===== config.mk =====
export PLATFORM = sky130hd
export DESIGN_NAME = inode_block_bitmap_allocator_top
export DESIGN_NICKNAME = d
export VERILOG_FILES = /design/src/hw/rtl/ibba_pkg.sv /design/src/hw/rtl/inode_block_bitmap_allocator_top.sv
export SDC_FILE = /design/constraint.sdc
export NUM_CORES = 2
export LEC_CHECK = 0
export ABC_CLOCK_PERIOD_IN_PS = 10000
export BUFFER_PORTS_ARGS = -buffer_cell sky130_fd_sc_hd__buf_2
export CORE_ASPECT_RATIO = 0.5
export CORE_MARGIN = 10
export CORE_UTILIZATION = 25
export CTS_BUF_LIST = sky130_fd_sc_hd__clkbuf_8
export DETAILED_ROUTE_END_ITERATION = 8
export SLEW_MARGIN = 40
export SYNTH_ARGS = -nofsm -noshare
export SYNTH_HDL_FRONTEND = slang
export SYNTH_SLANG_ARGS = --single-unit

===== constraint.sdc =====
create_clock -name i_clk -period 10 [get_ports i_clk]
set_input_delay 1 -clock i_clk [delete_from_list [all_inputs] [get_ports i_clk]]
set_output_delay 1 -clock i_clk [all_outputs]
set_load 0.03 [all_outputs]

===== src/hw/rtl/ibba_pkg.sv =====
// Shared types and constants for the inode/block bitmap allocator.
package ibba_pkg;

    localparam int DEF_MAX_INODES = 256;
    localparam int DEF_MAX_BLOCKS = 1024;

    localparam int WORD_W      = 32;
    localparam int WORD_LG     = 5;
    localparam int CNT_W       = 17;   // holds any map depth up to 65536
    localparam int IDX_W       = 16;   // entry index, depth at most 65536
    localparam int ADDR_W      = 32;
    localparam int SIZE_W      = 16;
    localparam int ICNT_W      = 9;
    localparam int BCNT_W      = 11;
    localparam int CFG_IDX_W   = 3;
    localparam int CFG_DATA_W  = 32;
    localparam int IN_TDATA_W  = 32;
    localparam int IN_TUSER_W  = 2;
    localparam int OUT_TDATA_W = 40;

    typedef enum logic [CFG_IDX_W-1:0] {
        CFG_INODE_COUNT = 3'd0,
        CFG_BLOCK_COUNT = 3'd1,
        CFG_INODE_BASE  = 3'd2,
        CFG_INODE_BYTES = 3'd3,
        CFG_BLOCK_BASE  = 3'd4,
        CFG_BLOCK_BYTES = 3'd5
    } t_cfg_idx;

    typedef enum logic [1:0] {
        KIND_ALLOC_INODE = 2'd0,
        KIND_ALLOC_BLOCK = 2'd1,
        KIND_FREE_INODE  = 2'd2,
        KIND_FREE_BLOCK  = 2'd3
    } t_kind;

    typedef enum logic [1:0] {
        STAT_DONE  = 2'd0,
        STAT_FULL  = 2'd1,
        STAT_RANGE = 2'd2
    } t_status;

    typedef enum logic [3:0] {
        S_CLEAR,
        S_IDLE,
        S_RD,
        S_CHK,
        S_MUL,
        S_FIN,
        S_DIV,
        S_RCHK,
        S_RMW
    } t_state;

endpackage


===== src/hw/rtl/inode_block_bitmap_allocator_top.sv =====
// First-fit inode/block bitmap allocator: two word-wide used maps, search and release sequencer.
//
// The block owns two used/free bitmaps, one bit per inode and one per data block, kept
// in two 32-bit-wide memories. After reset a clearing pass zeroes both maps, one word per
// cycle, over ceil(max(MAX_INODES, MAX_BLOCKS) / 32) words; s_axis_tready stays low
// meanwhile, configuration writes are taken as ever. One request word is worked on at a
// time. An allocate scans its map one 32-bit word at a time (memory read in S_RD, then a
// priority pick of the lowest free bit under the count mask in S_CHK), then forms
// index * size in the 16x16 multiplier (S_MUL) and adds the base in S_FIN. A release
// runs a restoring divider one quotient bit per cycle for a 32-bit quotient, checks the
// index, then does a read-modify-write of one map word; it goes straight to a range
// result when the address is below the base or the entry size is zero. A finished
// result sits in an output register, so the next request is accepted while it waits.
// Configuration writes must only happen while no request is in flight.
module inode_block_bitmap_allocator_top #(
    parameter int MAX_INODES = ibba_pkg::DEF_MAX_INODES,
    parameter int MAX_BLOCKS = ibba_pkg::DEF_MAX_BLOCKS
) (
    input  logic                              i_clk,
    input  logic                              i_rst_n,
    // configuration write port
    input  logic                              i_cfg_we,
    input  logic [ibba_pkg::CFG_IDX_W-1:0]    i_cfg_idx,
    input  logic [ibba_pkg::CFG_DATA_W-1:0]   i_cfg_data,
    // request stream
    input  logic                              s_axis_tvalid,
    output logic                              s_axis_tready,
    input  logic [ibba_pkg::IN_TDATA_W-1:0]   s_axis_tdata,   // [31:0] release_address
    input  logic [ibba_pkg::IN_TUSER_W-1:0]   s_axis_tuser,   // [1:0] kind
    // result stream
    output logic                              m_axis_tvalid,
    input  logic                              m_axis_tready,
    output logic [ibba_pkg::OUT_TDATA_W-1:0]  m_axis_tdata    // [31:0] granted_address,
                                                              // [33:32] status, [39:34] zero
);
    import ibba_pkg::*;

    // map geometry
    localparam int NWI    = (MAX_INODES + WORD_W - 1) / WORD_W;
    localparam int NWB    = (MAX_BLOCKS + WORD_W - 1) / WORD_W;
    localparam int AWI    = (NWI > 1) ? $clog2(NWI) : 1;
    localparam int AWB    = (NWB > 1) ? $clog2(NWB) : 1;
    localparam int NW_MAX = (NWI > NWB) ? NWI : NWB;
    localparam int WCNT_W = $clog2(NW_MAX + 1);
    localparam int REM_W  = CNT_W + 1;

    // ---------------- configuration registers ----------------
    logic [ICNT_W-1:0] r_inode_count;
    logic [BCNT_W-1:0] r_block_count;
    logic [ADDR_W-1:0] r_inode_base;
    logic [SIZE_W-1:0] r_inode_bytes;
    logic [ADDR_W-1:0] r_block_base;
    logic [SIZE_W-1:0] r_block_bytes;

    always_ff @(posedge i_clk) begin
        if (!i_rst_n) begin
            r_inode_count <= ICNT_W'(256);
            r_block_count <= BCNT_W'(1024);
            r_inode_base  <= '0;
            r_inode_bytes <= SIZE_W'(128);
            r_block_base  <= '0;
            r_block_bytes <= SIZE_W'(64);
        end else if (i_cfg_we) begin
            case (i_cfg_idx)
                CFG_INODE_COUNT: r_inode_count <= i_cfg_data[ICNT_W-1:0];
                CFG_BLOCK_COUNT: r_block_count <= i_cfg_data[BCNT_W-1:0];
                CFG_INODE_BASE:  r_inode_base  <= i_cfg_data[ADDR_W-1:0];
                CFG_INODE_BYTES: r_inode_bytes <= i_cfg_data[SIZE_W-1:0];
                CFG_BLOCK_BASE:  r_block_base  <= i_cfg_data[ADDR_W-1:0];
                CFG_BLOCK_BYTES: r_block_bytes <= i_cfg_data[SIZE_W-1:0];
                default: ;   // unknown index: ignored
            endcase
        end
    end

    // ---------------- sequencer registers ----------------
    t_state             r_state, n_state;
    t_kind              r_kind, n_kind;
    t_status            r_stat, n_stat;
    logic [WCNT_W-1:0]  r_word, n_word;     // word pointer for clear and search
    logic [IDX_W-1:0]   r_idx, n_idx;       // granted entry index
    logic [ADDR_W-1:0]  r_prod, n_prod;     // index * size
    logic [ADDR_W-1:0]  r_q, n_q;           // dividend shifting out, quotient shifting in
    logic [SIZE_W-1:0]  r_rem, n_rem;       // partial remainder
    logic [WORD_LG-1:0] r_step, n_step;     // divide step count
    logic               r_m_tvalid, n_m_tvalid;
    logic [OUT_TDATA_W-1:0] r_m_tdata, n_m_tdata;

    // ---------------- map memories ----------------
    logic [WORD_W-1:0] r_imap [NWI];
    logic [WORD_W-1:0] r_bmap [NWB];
    logic [WORD_W-1:0] r_rd_i, r_rd_b;
    logic [AWI-1:0]    w_addr_i;
    logic [AWB-1:0]    w_addr_b;
    logic              w_we_i, w_we_b;
    logic [WORD_W-1:0] w_wdata;

    always_ff @(posedge i_clk) begin
        r_rd_i <= r_imap[w_addr_i];
        if (w_we_i) begin
            r_imap[w_addr_i] <= w_wdata;
        end
    end

    always_ff @(posedge i_clk) begin
        r_rd_b <= r_bmap[w_addr_b];
        if (w_we_b) begin
            r_bmap[w_addr_b] <= w_wdata;
        end
    end

    // ---------------- datapath helpers ----------------
    logic              w_in_acc;
    logic              w_sel_blk;      // 1: block map, 0: inode map
    t_kind             w_in_kind;
    logic [ADDR_W-1:0] w_base;
    logic [SIZE_W-1:0] w_size;
    logic [CNT_W-1:0]  w_eff_i, w_eff_b, w_eff;
    logic [REM_W-1:0]  w_rem_ent;      // entries left from current word on
    logic              w_rem_pos;
    logic [WORD_W-1:0] w_mask, w_rd, w_free, w_bit_sel;
    logic [WORD_LG-1:0] w_pos;
    logic [WORD_LG-1:0] w_rel_bit;
    logic [CNT_W:0]    w_trial;
    logic              w_ge;
    logic              w_out_free;
    logic              w_idx_ok;

    assign w_in_kind = t_kind'(s_axis_tuser);
    assign w_in_acc  = s_axis_tvalid && s_axis_tready;
    assign w_sel_blk = (r_state == S_IDLE) ? w_in_kind[0] : r_kind[0];
    assign w_base    = w_sel_blk ? r_block_base : r_inode_base;
    assign w_size    = w_sel_blk ? r_block_bytes : r_inode_bytes;

    // effective count = min(count, map depth)
    assign w_eff_i = (CNT_W'(r_inode_count) < CNT_W'(MAX_INODES)) ?
                     CNT_W'(r_inode_count) : CNT_W'(MAX_INODES);
    assign w_eff_b = (CNT_W'(r_block_count) < CNT_W'(MAX_BLOCKS)) ?
                     CNT_W'(r_block_count) : CNT_W'(MAX_BLOCKS);
    assign w_eff   = w_sel_blk ? w_eff_b : w_eff_i;

    // count mask for the word being searched
    assign w_rem_ent = {1'b0, w_eff} - REM_W'({r_word, {WORD_LG{1'b0}}});
    assign w_rem_pos = !w_rem_ent[REM_W-1] && (w_rem_ent != '0);
    assign w_mask    = (w_rem_ent >= REM_W'(WORD_W)) ? {WORD_W{1'b1}} :
                       ~({WORD_W{1'b1}} << w_rem_ent[WORD_LG-1:0]);
    assign w_rd      = w_sel_blk ? r_rd_b : r_rd_i;
    assign w_free    = ~w_rd & w_mask;

    // lowest free bit
    always_comb begin
        w_pos = '0;
        for (int b = WORD_W - 1; b >= 0; b--) begin
            if (w_free[b]) begin
                w_pos = WORD_LG'(b);
            end
        end
    end

    assign w_rel_bit = r_q[WORD_LG-1:0];
    assign w_bit_sel = {{(WORD_W-1){1'b0}}, 1'b1}
                       << ((r_state == S_RMW) ? w_rel_bit : w_pos);

    // restoring divide step
    assign w_trial = {1'b0, r_rem, r_q[ADDR_W-1]};
    assign w_ge    = w_trial >= (CNT_W+1)'(w_size);

    // quotient must fall below the effective count
    assign w_idx_ok = (r_q[ADDR_W-1:CNT_W] == '0) && (r_q[CNT_W-1:0] < w_eff);

    assign w_out_free = !r_m_tvalid || m_axis_tready;

    // ---------------- next state and outputs ----------------
    always_comb begin
        n_state    = r_state;
        n_kind     = r_kind;
        n_stat     = r_stat;
        n_word     = r_word;
        n_idx      = r_idx;
        n_prod     = r_prod;
        n_q        = r_q;
        n_rem      = r_rem;
        n_step     = r_step;
        n_m_tvalid = (r_m_tvalid && !m_axis_tready);
        n_m_tdata  = r_m_tdata;
        s_axis_tready = 1'b0;
        w_we_i     = 1'b0;
        w_we_b     = 1'b0;
        w_wdata    = '0;
        w_addr_i   = r_word[AWI-1:0];
        w_addr_b   = r_word[AWB-1:0];

        case (r_state)
            S_CLEAR: begin
                w_we_i = (r_word < WCNT_W'(NWI));
                w_we_b = (r_word < WCNT_W'(NWB));
                if (r_word == WCNT_W'(NW_MAX - 1)) begin
                    n_word  = '0;
                    n_state = S_IDLE;
                end else begin
                    n_word = r_word + 1'b1;
                end
            end

            S_IDLE: begin
                s_axis_tready = 1'b1;
                if (w_in_acc) begin
                    n_kind = w_in_kind;
                    n_word = '0;
                    n_stat = STAT_DONE;
                    if (!w_in_kind[1]) begin
                        n_state = S_RD;
                    end else if (w_size == '0 || s_axis_tdata < w_base) begin
                        n_stat  = STAT_RANGE;
                        n_state = S_FIN;
                    end else begin
                        n_q     = s_axis_tdata - w_base;
                        n_rem   = '0;
                        n_step  = '0;
                        n_state = S_DIV;
                    end
                end
            end

            // present word address, or stop when past the count
            S_RD: begin
                if (w_rem_pos) begin
                    n_state = S_CHK;
                end else begin
                    n_stat  = STAT_FULL;
                    n_state = S_FIN;
                end
            end

            S_CHK: begin
                if (w_free != '0) begin
                    w_wdata = w_rd | w_bit_sel;
                    w_we_i  = !r_kind[0];
                    w_we_b  = r_kind[0];
                    n_idx   = IDX_W'({r_word, w_pos});
                    n_state = S_MUL;
                end else begin
                    n_word  = r_word + 1'b1;
                    n_state = S_RD;
                end
            end

            S_MUL: begin
                n_prod  = ADDR_W'(r_idx * w_size);
                n_state = S_FIN;
            end

            S_FIN: begin
                if (w_out_free) begin
                    n_m_tvalid = 1'b1;
                    n_m_tdata  = '0;
                    n_m_tdata[ADDR_W+1:ADDR_W] = r_stat;
                    if (r_stat == STAT_DONE && !r_kind[1]) begin
                        n_m_tdata[ADDR_W-1:0] = w_base + r_prod;
                    end
                    n_state = S_IDLE;
                end
            end

            S_DIV: begin
                n_q    = {r_q[ADDR_W-2:0], w_ge};
                n_rem  = w_ge ? SIZE_W'(w_trial - (CNT_W+1)'(w_size)) : w_trial[SIZE_W-1:0];
                n_step = r_step + 1'b1;
                if (r_step == {WORD_LG{1'b1}}) begin
                    n_state = S_RCHK;
                end
            end

            S_RCHK: begin
                w_addr_i = r_q[WORD_LG +: AWI];
                w_addr_b = r_q[WORD_LG +: AWB];
                if (w_idx_ok) begin
                    n_state = S_RMW;
                end else begin
                    n_stat  = STAT_RANGE;
                    n_state = S_FIN;
                end
            end

            S_RMW: begin
                w_addr_i = r_q[WORD_LG +: AWI];
                w_addr_b = r_q[WORD_LG +: AWB];
                w_wdata  = w_rd & ~w_bit_sel;
                w_we_i   = !r_kind[0];
                w_we_b   = r_kind[0];
                n_stat   = STAT_DONE;
                n_state  = S_FIN;
            end

            default: begin
                n_state = S_IDLE;
            end
        endcase
    end

    // ---------------- registers ----------------
    always_ff @(posedge i_clk) begin
        if (!i_rst_n) begin
            r_state    <= S_CLEAR;
            r_word     <= '0;
            r_step     <= '0;
            r_m_tvalid <= 1'b0;
        end else begin
            r_state    <= n_state;
            r_word     <= n_word;
            r_step     <= n_step;
            r_m_tvalid <= n_m_tvalid;
        end
    end

    always_ff @(posedge i_clk) begin
        r_kind    <= n_kind;
        r_stat    <= n_stat;
        r_idx     <= n_idx;
        r_prod    <= n_prod;
        r_q       <= n_q;
        r_rem     <= n_rem;
        r_m_tdata <= n_m_tdata;
    end

    assign m_axis_tvalid = r_m_tvalid;
    assign m_axis_tdata  = r_m_tdata;

    // ---------------- assertions ----------------
    // an allocation never reports an out-of-range release
    a_alloc_no_range: assert property (@(posedge i_clk) disable iff (!i_rst_n)
        (r_state == S_FIN && w_out_free && !r_kind[1])
        |=> (m_axis_tdata[ADDR_W+1:ADDR_W] != STAT_RANGE))
        else $error("allocation returned range status");

    // the divider advances one step per cycle while dividing
    a_div_step: assert property (@(posedge i_clk) disable iff (!i_rst_n)
        (r_state == S_DIV) |=> (r_step == $past(r_step) + 1'b1))
        else $error("divider step count slipped");

    // map words are written only by the clear pass, a grant, or a release
    a_map_write: assert property (@(posedge i_clk) disable iff (!i_rst_n)
        (w_we_i || w_we_b)
        |-> (r_state == S_CLEAR || r_state == S_CHK || r_state == S_RMW))
        else $error("unexpected map write");

    // no request is taken during the clearing pass
    a_clear_block: assert property (@(posedge i_clk) disable iff (!i_rst_n)
        (r_state == S_CLEAR) |-> !s_axis_tready)
        else $error("request accepted during map clear");

endmodule

[Word-level counts from Yosys, hierarchy flattened]
Memory sizes are Yosys's and may differ from the RTL's. A register that Yosys moved wholly into a read port is not among the register bits.
Index checks and enable logic that the tools add are counted.
Word-level totals
  bits in registers: 261
  bits in writable memories: 1280
  bits of input ports: 74
  output and inout bits: 42
  logic and storage cells: 193
  memories kept: 2
Operators by class
  add/sub/neg operators: 6
  multiply operators: 1
  $lt $le $gt $ge: 8
  eq/ne operators: 24
  shift-type cells: 2
  mux-type cells: 89
  bitwise operators: 6
  reduce and logical (&&, ||, !) cells: 37
Memory list
  r_bmap: words 32, width 32, rd ports 1, clocked after Yosys merged registers in 1, wr ports 1, line inode_block_bitmap_allocator_top.sv:91  | logic [WORD_W-1:0] r_bmap [NWB];
  r_imap: words 8, width 32, rd ports 1, clocked after Yosys merged registers in 1, wr ports 1, line inode_block_bitmap_allocator_top.sv:90  | logic [WORD_W-1:0] r_imap [NWI];
Operator list (number)
  two-way mux 32 bit: 7
  two-way mux 5 bit: 37
  one-hot mux 32 bit (2 select lines): 2
  inverter 32 bit: 3
  two-way mux 16 bit: 5
  AND 32 bit: 2
  adder 32 bit: 1
  < comparator 32 bit: 1
  OR 32 bit: 1
  one-hot mux 16 bit (2 select lines): 1
  one-hot mux 4 bit (8 select lines): 1
  nonzero test 32 bit: 1
  << shifter 1 x 5 -> 32 bit (first input constant): 1
  << shifter 32 x 5 -> 32 bit (first input constant): 1
  subtractor 32 bit: 1
  multiplier 11 x 16 -> 27 bit: 1
  two-way mux 11 bit: 2
  two-way mux 4 bit: 5
  >= comparator 18 x 6 -> 1 bit (second input constant): 1
  two-way mux 6 bit: 3
  inequality test 2 bit (second input constant): 9
  one-hot mux 6 bit (3 select lines): 1
  AND reduction 2 bit: 9
  nonzero test 18 bit: 1
  40 further kinds: 76

[Depth between registers and ports, before layout]
  word-level depth: 45
  mapped depth: 37
  depth with buffers taken out: 30

[Worst setup path before layout]
No wires, ideal clock.
  path type: in2reg
  start: input port s_axis_tuser[0] (netlist name)
  end: register r_step[0]
  library setup time: 0.309 ns
  arrival time: 8.564 ns
  required time: 9.691 ns
  setup slack: 1.128 ns
  stages: 24
  buffers on the path: 7
  path through: mux2_4 -> buf_6 -> buf_6 -> buf_4 -> buf_4 -> buf_2 -> buf_1 -> buf_1 -> nand2_1 -> nand2_1 -> ha_1 -> fa_1 -> nor2b_1 -> o21a_1 -> o21ai_0 -> a31o_2 -> a21oi_1 -> o21ai_0 -> a21oi_1 -> o211a_1 -> o31ai_1 -> a21o_1 -> o21ai_0 -> o21ai_0
Between the ends
  longest elaborated chain between the ends: 6
  elaborated cells between the ends (all ways): 8
  those cells by class: order compare: 1; eq/ne: 1; mux: 3; reduce/logical: 3
Ends and longest elaborated chain
  from (decl): line inode_block_bitmap_allocator_top.sv:29  | input logic [ibba_pkg::IN_TUSER_W-1:0] s_axis_tuser,
  two-way mux 1 bit *: line inode_block_bitmap_allocator_top.sv:131  | assign w_sel_blk = (r_state == S_IDLE) ? w_in_kind[0] : r_kind[0];
  two-way mux 32 bit / two-way mux 16 bit (equally long branches): line inode_block_bitmap_allocator_top.sv:132, inode_block_bitmap_allocator_top.sv:133
  < comparator 32 bit / logical NOT 16 bit (equally long branches): line inode_block_bitmap_allocator_top.sv:213  | end else if (w_size == '0 || s_axis_tdata < w_base) begin
  logical OR 1 bit *: line inode_block_bitmap_allocator_top.sv:213
  inequality test 2 bit (no source line) *
  AND reduction 4 bit (no source line) *
  to (signal assigned): line inode_block_bitmap_allocator_top.sv:311  | r_step <= n_step;
  to (decl): line inode_block_bitmap_allocator_top.sv:85  | logic [WORD_LG-1:0] r_step, n_step;
Mark *: on every way between the ends. The rest lies on a longest branch, timed or not.
A chain may end at the register's enable or synchronous reset.

[Worst setup path after layout]
  start: register r_state[0]
  end: register r_prod[25], data pin
Between the ends
  longest elaborated chain between the ends: 4
Ends and longest elaborated chain
  from (decl): line inode_block_bitmap_allocator_top.sv:77  | t_state r_state, n_state;
  from (signal assigned): line inode_block_bitmap_allocator_top.sv:309  | r_state <= n_state;
  == test 4 x 1 -> 1 bit: line inode_block_bitmap_allocator_top.sv:131
  two-way mux 1 bit: line inode_block_bitmap_allocator_top.sv:131
  two-way mux 16 bit: line inode_block_bitmap_allocator_top.sv:133  | assign w_size = w_sel_blk ? r_block_bytes : r_inode_bytes;
  multiplier 11 x 16 -> 27 bit: line inode_block_bitmap_allocator_top.sv:249  | n_prod = ADDR_W'(r_idx * w_size);
  to (signal assigned): line inode_block_bitmap_allocator_top.sv:320  | r_prod <= n_prod;
  to (decl): line inode_block_bitmap_allocator_top.sv:82  | logic [ADDR_W-1:0] r_prod, n_prod;
Every way passes these cells.

==> impl_metrics.yaml <==
grt:
  grt_pass1_vias: 43000
  antenna_found_initial: 22
  grt_pass1_wl_um: 297000
  overflow: 0
  grt_max_degree: 134
  grtUsageTotal_pct: 12.4
timing:
  worst_slew_pin_slew_ns: 0.935
  tns_ns: 0
  hold_viol: 0
  rsz0062_at_grt: "no"
  slew_headroom_pct: 37.6
  fin_crit_sh_pct: 81.9
  min_period_ns: 8.19
  fmax_mhz: 122
  report.final.setup_viol: 0
  slew_viol_final: 0
  clock_skew_ns: 0.165
clock_network:
  cts_hold_buf: 0
  clock_path_buffers: 4
  cts_tree: "yes"
  cts.repair.resized: 0
  clock_latency_ns: 0.99
  h-tree-depth: 4
  cts_sinks: 1600
  postCtsSetupRepairBufs: 0
  root_buffer: "clkbuf_8"
  cts_made_buffers: 237
  path_clk_slew_ns: 0.07
route:
  avgViaCountPerCell: 4.70
  drt_iter0_markers: 4253
  routedWlPerCell_um: 22.0
  drcViolationCount: 0
  drtAntennaViolNets: 0
  routed_wl_um: 203000
  dr.pass1.iters: 5
  vias: 43300
placement:
  gp_congestion: 0.874
  portBuffers: 109
  dp_cells: 8781
  dp.final_hpwl_um: 132000
yosys:
  synth_edf_count: 1404
  asyncSetResetFlopFracSynth_pct: 0
  yosysWarningCount: 0
  syn_inst: 4899
  ys.flop_type: "edfxtp_1"
  yosysUniqueCellTypes: 91
  syn-cell-area_mm2: 0.0723
  synth-seq-cells: 1600
  postSynthAreaPerCell_um2: 14.8
  yosysSeqAreaShare_pct: 63.7
power_and_ir_drop:
  seq_power_share_pct: 54.6
  p_switching_uw: 3310
  leakage_uw: 0.0273
  ir_worst_vdd_mv: 0.102
  comb_power_share_pct: 7.8
  clkPwrFrac_pct: 37.7
  intPower_uw: 10200
  p_sw_share_pct: 24.4
  power_density_mw_per_mm2: 162
floorplan:
  die_area_mm2: 0.313
  die_y_um: 400
  rows: 139
  start_util_pct: 25.2
  die_x_um: 781
  num_io_pins: 116
  coreArea_mm2: 0.287
finish:
  fillers: 28700
  seqCellArea_mm2: 0.0461
  stdcell_count: 9212
  drive_gt1_share_pct: 18.6
  multi_input_area_mm2: 0.0254
  nets: 5508
  area_delta_synth_final_pct: 15.3
flow_run:
  maxCapViolCount: 0
setup_path:
  crit_type: "reg -> reg"
  crit_fanout: 48
  startpoint_type: "flop"
  arrival_ns: 8.81
  endpoint_kind: "flop"
  cp.required_ns: 10.62
  crit_buf_inv: 5
  slowest_delay_ns: 0.68
  slowest_stage: "dfxtp_1"
  path_common_cell: "fa_1"
  critical-path-top-delay-family: "adder cells"
min_path:
  hp-class: "in -> reg"
status:
  status: "completed"
-- Yosys cell counts (10+ instances only) --
cell type  count  share of area [%]
a21oi_1      111               0.77
o21bai_1      10               0.10
dfxtp_1      196                5.4
nor2_1       222                1.2
a21o_1        32               0.33
o22ai_1       13               0.11
fa_1         129                3.6
mux2i_1       61               0.84
nand4_1       43               0.37
nor4_1        16               0.14
o31ai_1       14               0.15
xor2_1        35               0.42
or2_2         13               0.11
edfxtp_1    1404                 58
o21ai_0      107               0.74
o21a_1        32               0.33
ha_1         159                2.7
a211oi_1      24               0.25
mux4_2       320                 10
a31oi_1       19               0.16
buf_1         48               0.25
o211ai_1      13               0.13
a221oi_1      10               0.12
inv_1        223                1.2
nand2b_1      45               0.39
a22oi_1      124                1.3
mux2_2        12               0.19
or3_1         20               0.17
nand2_1      691                3.6
nand3_1       60               0.42
nor3b_1       10               0.10
xnor2_1       45               0.54
nor3_1        54               0.37
and2_1        85               0.74
clkbuf_1     161               0.84
nor2b_1       52               0.45
a21boi_0     123                1.3
and3_1        23               0.20
-- through the flow --
stage               hold slack [ns]  area, µm²  utilization (%)  setup WS, ns  power [µW]
floorplan                     0.419      72400                -          1.13        8170
global placement              0.452      78400             27.3          2.11        8570
detailed placement            0.459      78900             27.4          1.92        8580
CTS                           0.282      83300             29.0          1.92       13700
global route                  0.319      83400             29.0          1.32       14100
finish                        0.372      83400             29.0          1.81       13600
-- worst register-to-register path, delay by kind of cell (launching register included) --
kind            cells  cell delay (ns)
fa+ha+maj           6             2.49
buf+inv             5             0.89
flops               1             0.68
compound gates      6             1.36
mux                 1             0.35
xor+xnor            1             0.09
simple gates        9             2.02
-- sequential cells by signal, indices dropped and copies added (netlist names), 32 cells and up --
register      count
m_axis_tdata     34
r_block_base     32
r_bmap         1024
r_imap          256
r_inode_base     32
r_q              32
r_rd_b           32
r_rd_i           32
-- layer usage --
layer / up-vias / global-route usage [%] / routed length (µm)
met3: 312 / 2.90 / 16800
met1: 22300 / 17.0 / 87700
met4: 2 / 3.01 / 4790
met2: 1694 / 19.8 / 93500
met5: - / 0 / 13
li1: 19000 / - / -
-- path summary, 6_finish.rpt --
kind                                   end  depth (start not counted)  slack (ns)                          start
max                   r_prod[25]$_DFFE_PN_                         28        1.81        r_state[0]$_SDFFE_PN0P_
min          r_inode_base[18]$_SDFFE_PN0P_                          3        0.37                 i_cfg_data[18]
max reg2reg           r_prod[25]$_DFFE_PN_                         28        1.81        r_state[0]$_SDFFE_PN0P_
min reg2reg  r_inode_base[31]$_SDFFE_PN0P_                          2        0.46  r_inode_base[31]$_SDFFE_PN0P_
-- area by class of cell --
| class | count | area share, % |
|---|---|---|
| Antenna cell | 1 | 0.00300 |
| Tap cell | 3877 | 5.81 |
| Multi-Input combinational cell | 2851 | 30.5 |
| Clock inverter | 172 | 1.11 |
| Clock buffer | 255 | 4.21 |
| Inverter | 225 | 1.02 |
| Timing Repair Buffer | 231 | 2.16 |
| Sequential cell | 1600 | 55.2 |
-- cell families after synthesis --
| group | synth area share [%] |
|---|---|
| buffers and inverters | 2.44 |
| and+or+nand+nor | 8.49 |
| adders and majority gates | 6.32 |
| DFF | 63.7 |
| xor gates and xnor gates | 0.969 |
| muxes | 11.1 |
| other | 0.00518 |
| AOI/OAI and AO/OA | 7.01 |
-- cells in the final DEF, fill, tap and decap left out, types with 105 or more instances in the layout --
master    netlist  layout
a22oi_1       124     124
clkbuf_8        0     256
o21ai_0       107     105
a21boi_0      123     123
ha_1          159     159
a21oi_1       111     109
edfxtp_1     1404    1404
fa_1          129     129
buf_2           7     108
dfxtp_1       196     196
nand2_1       691     690
nor2_1        222     171
inv_1         223     310
mux4_2        320     320
-- power by group through the flow --
stage	combinational (µW)	clock [µW]	sequential [µW]
2_1_floorplan	663	0	7510
3_3_place_gp	1040	0	7530
3_5_place_dp	1050	0	7540
4_1_cts	1050	5230	7400
5_1_grt	1130	5530	7400
6_report	1050	5100	7400
Power figures use the tool's default switching activity.
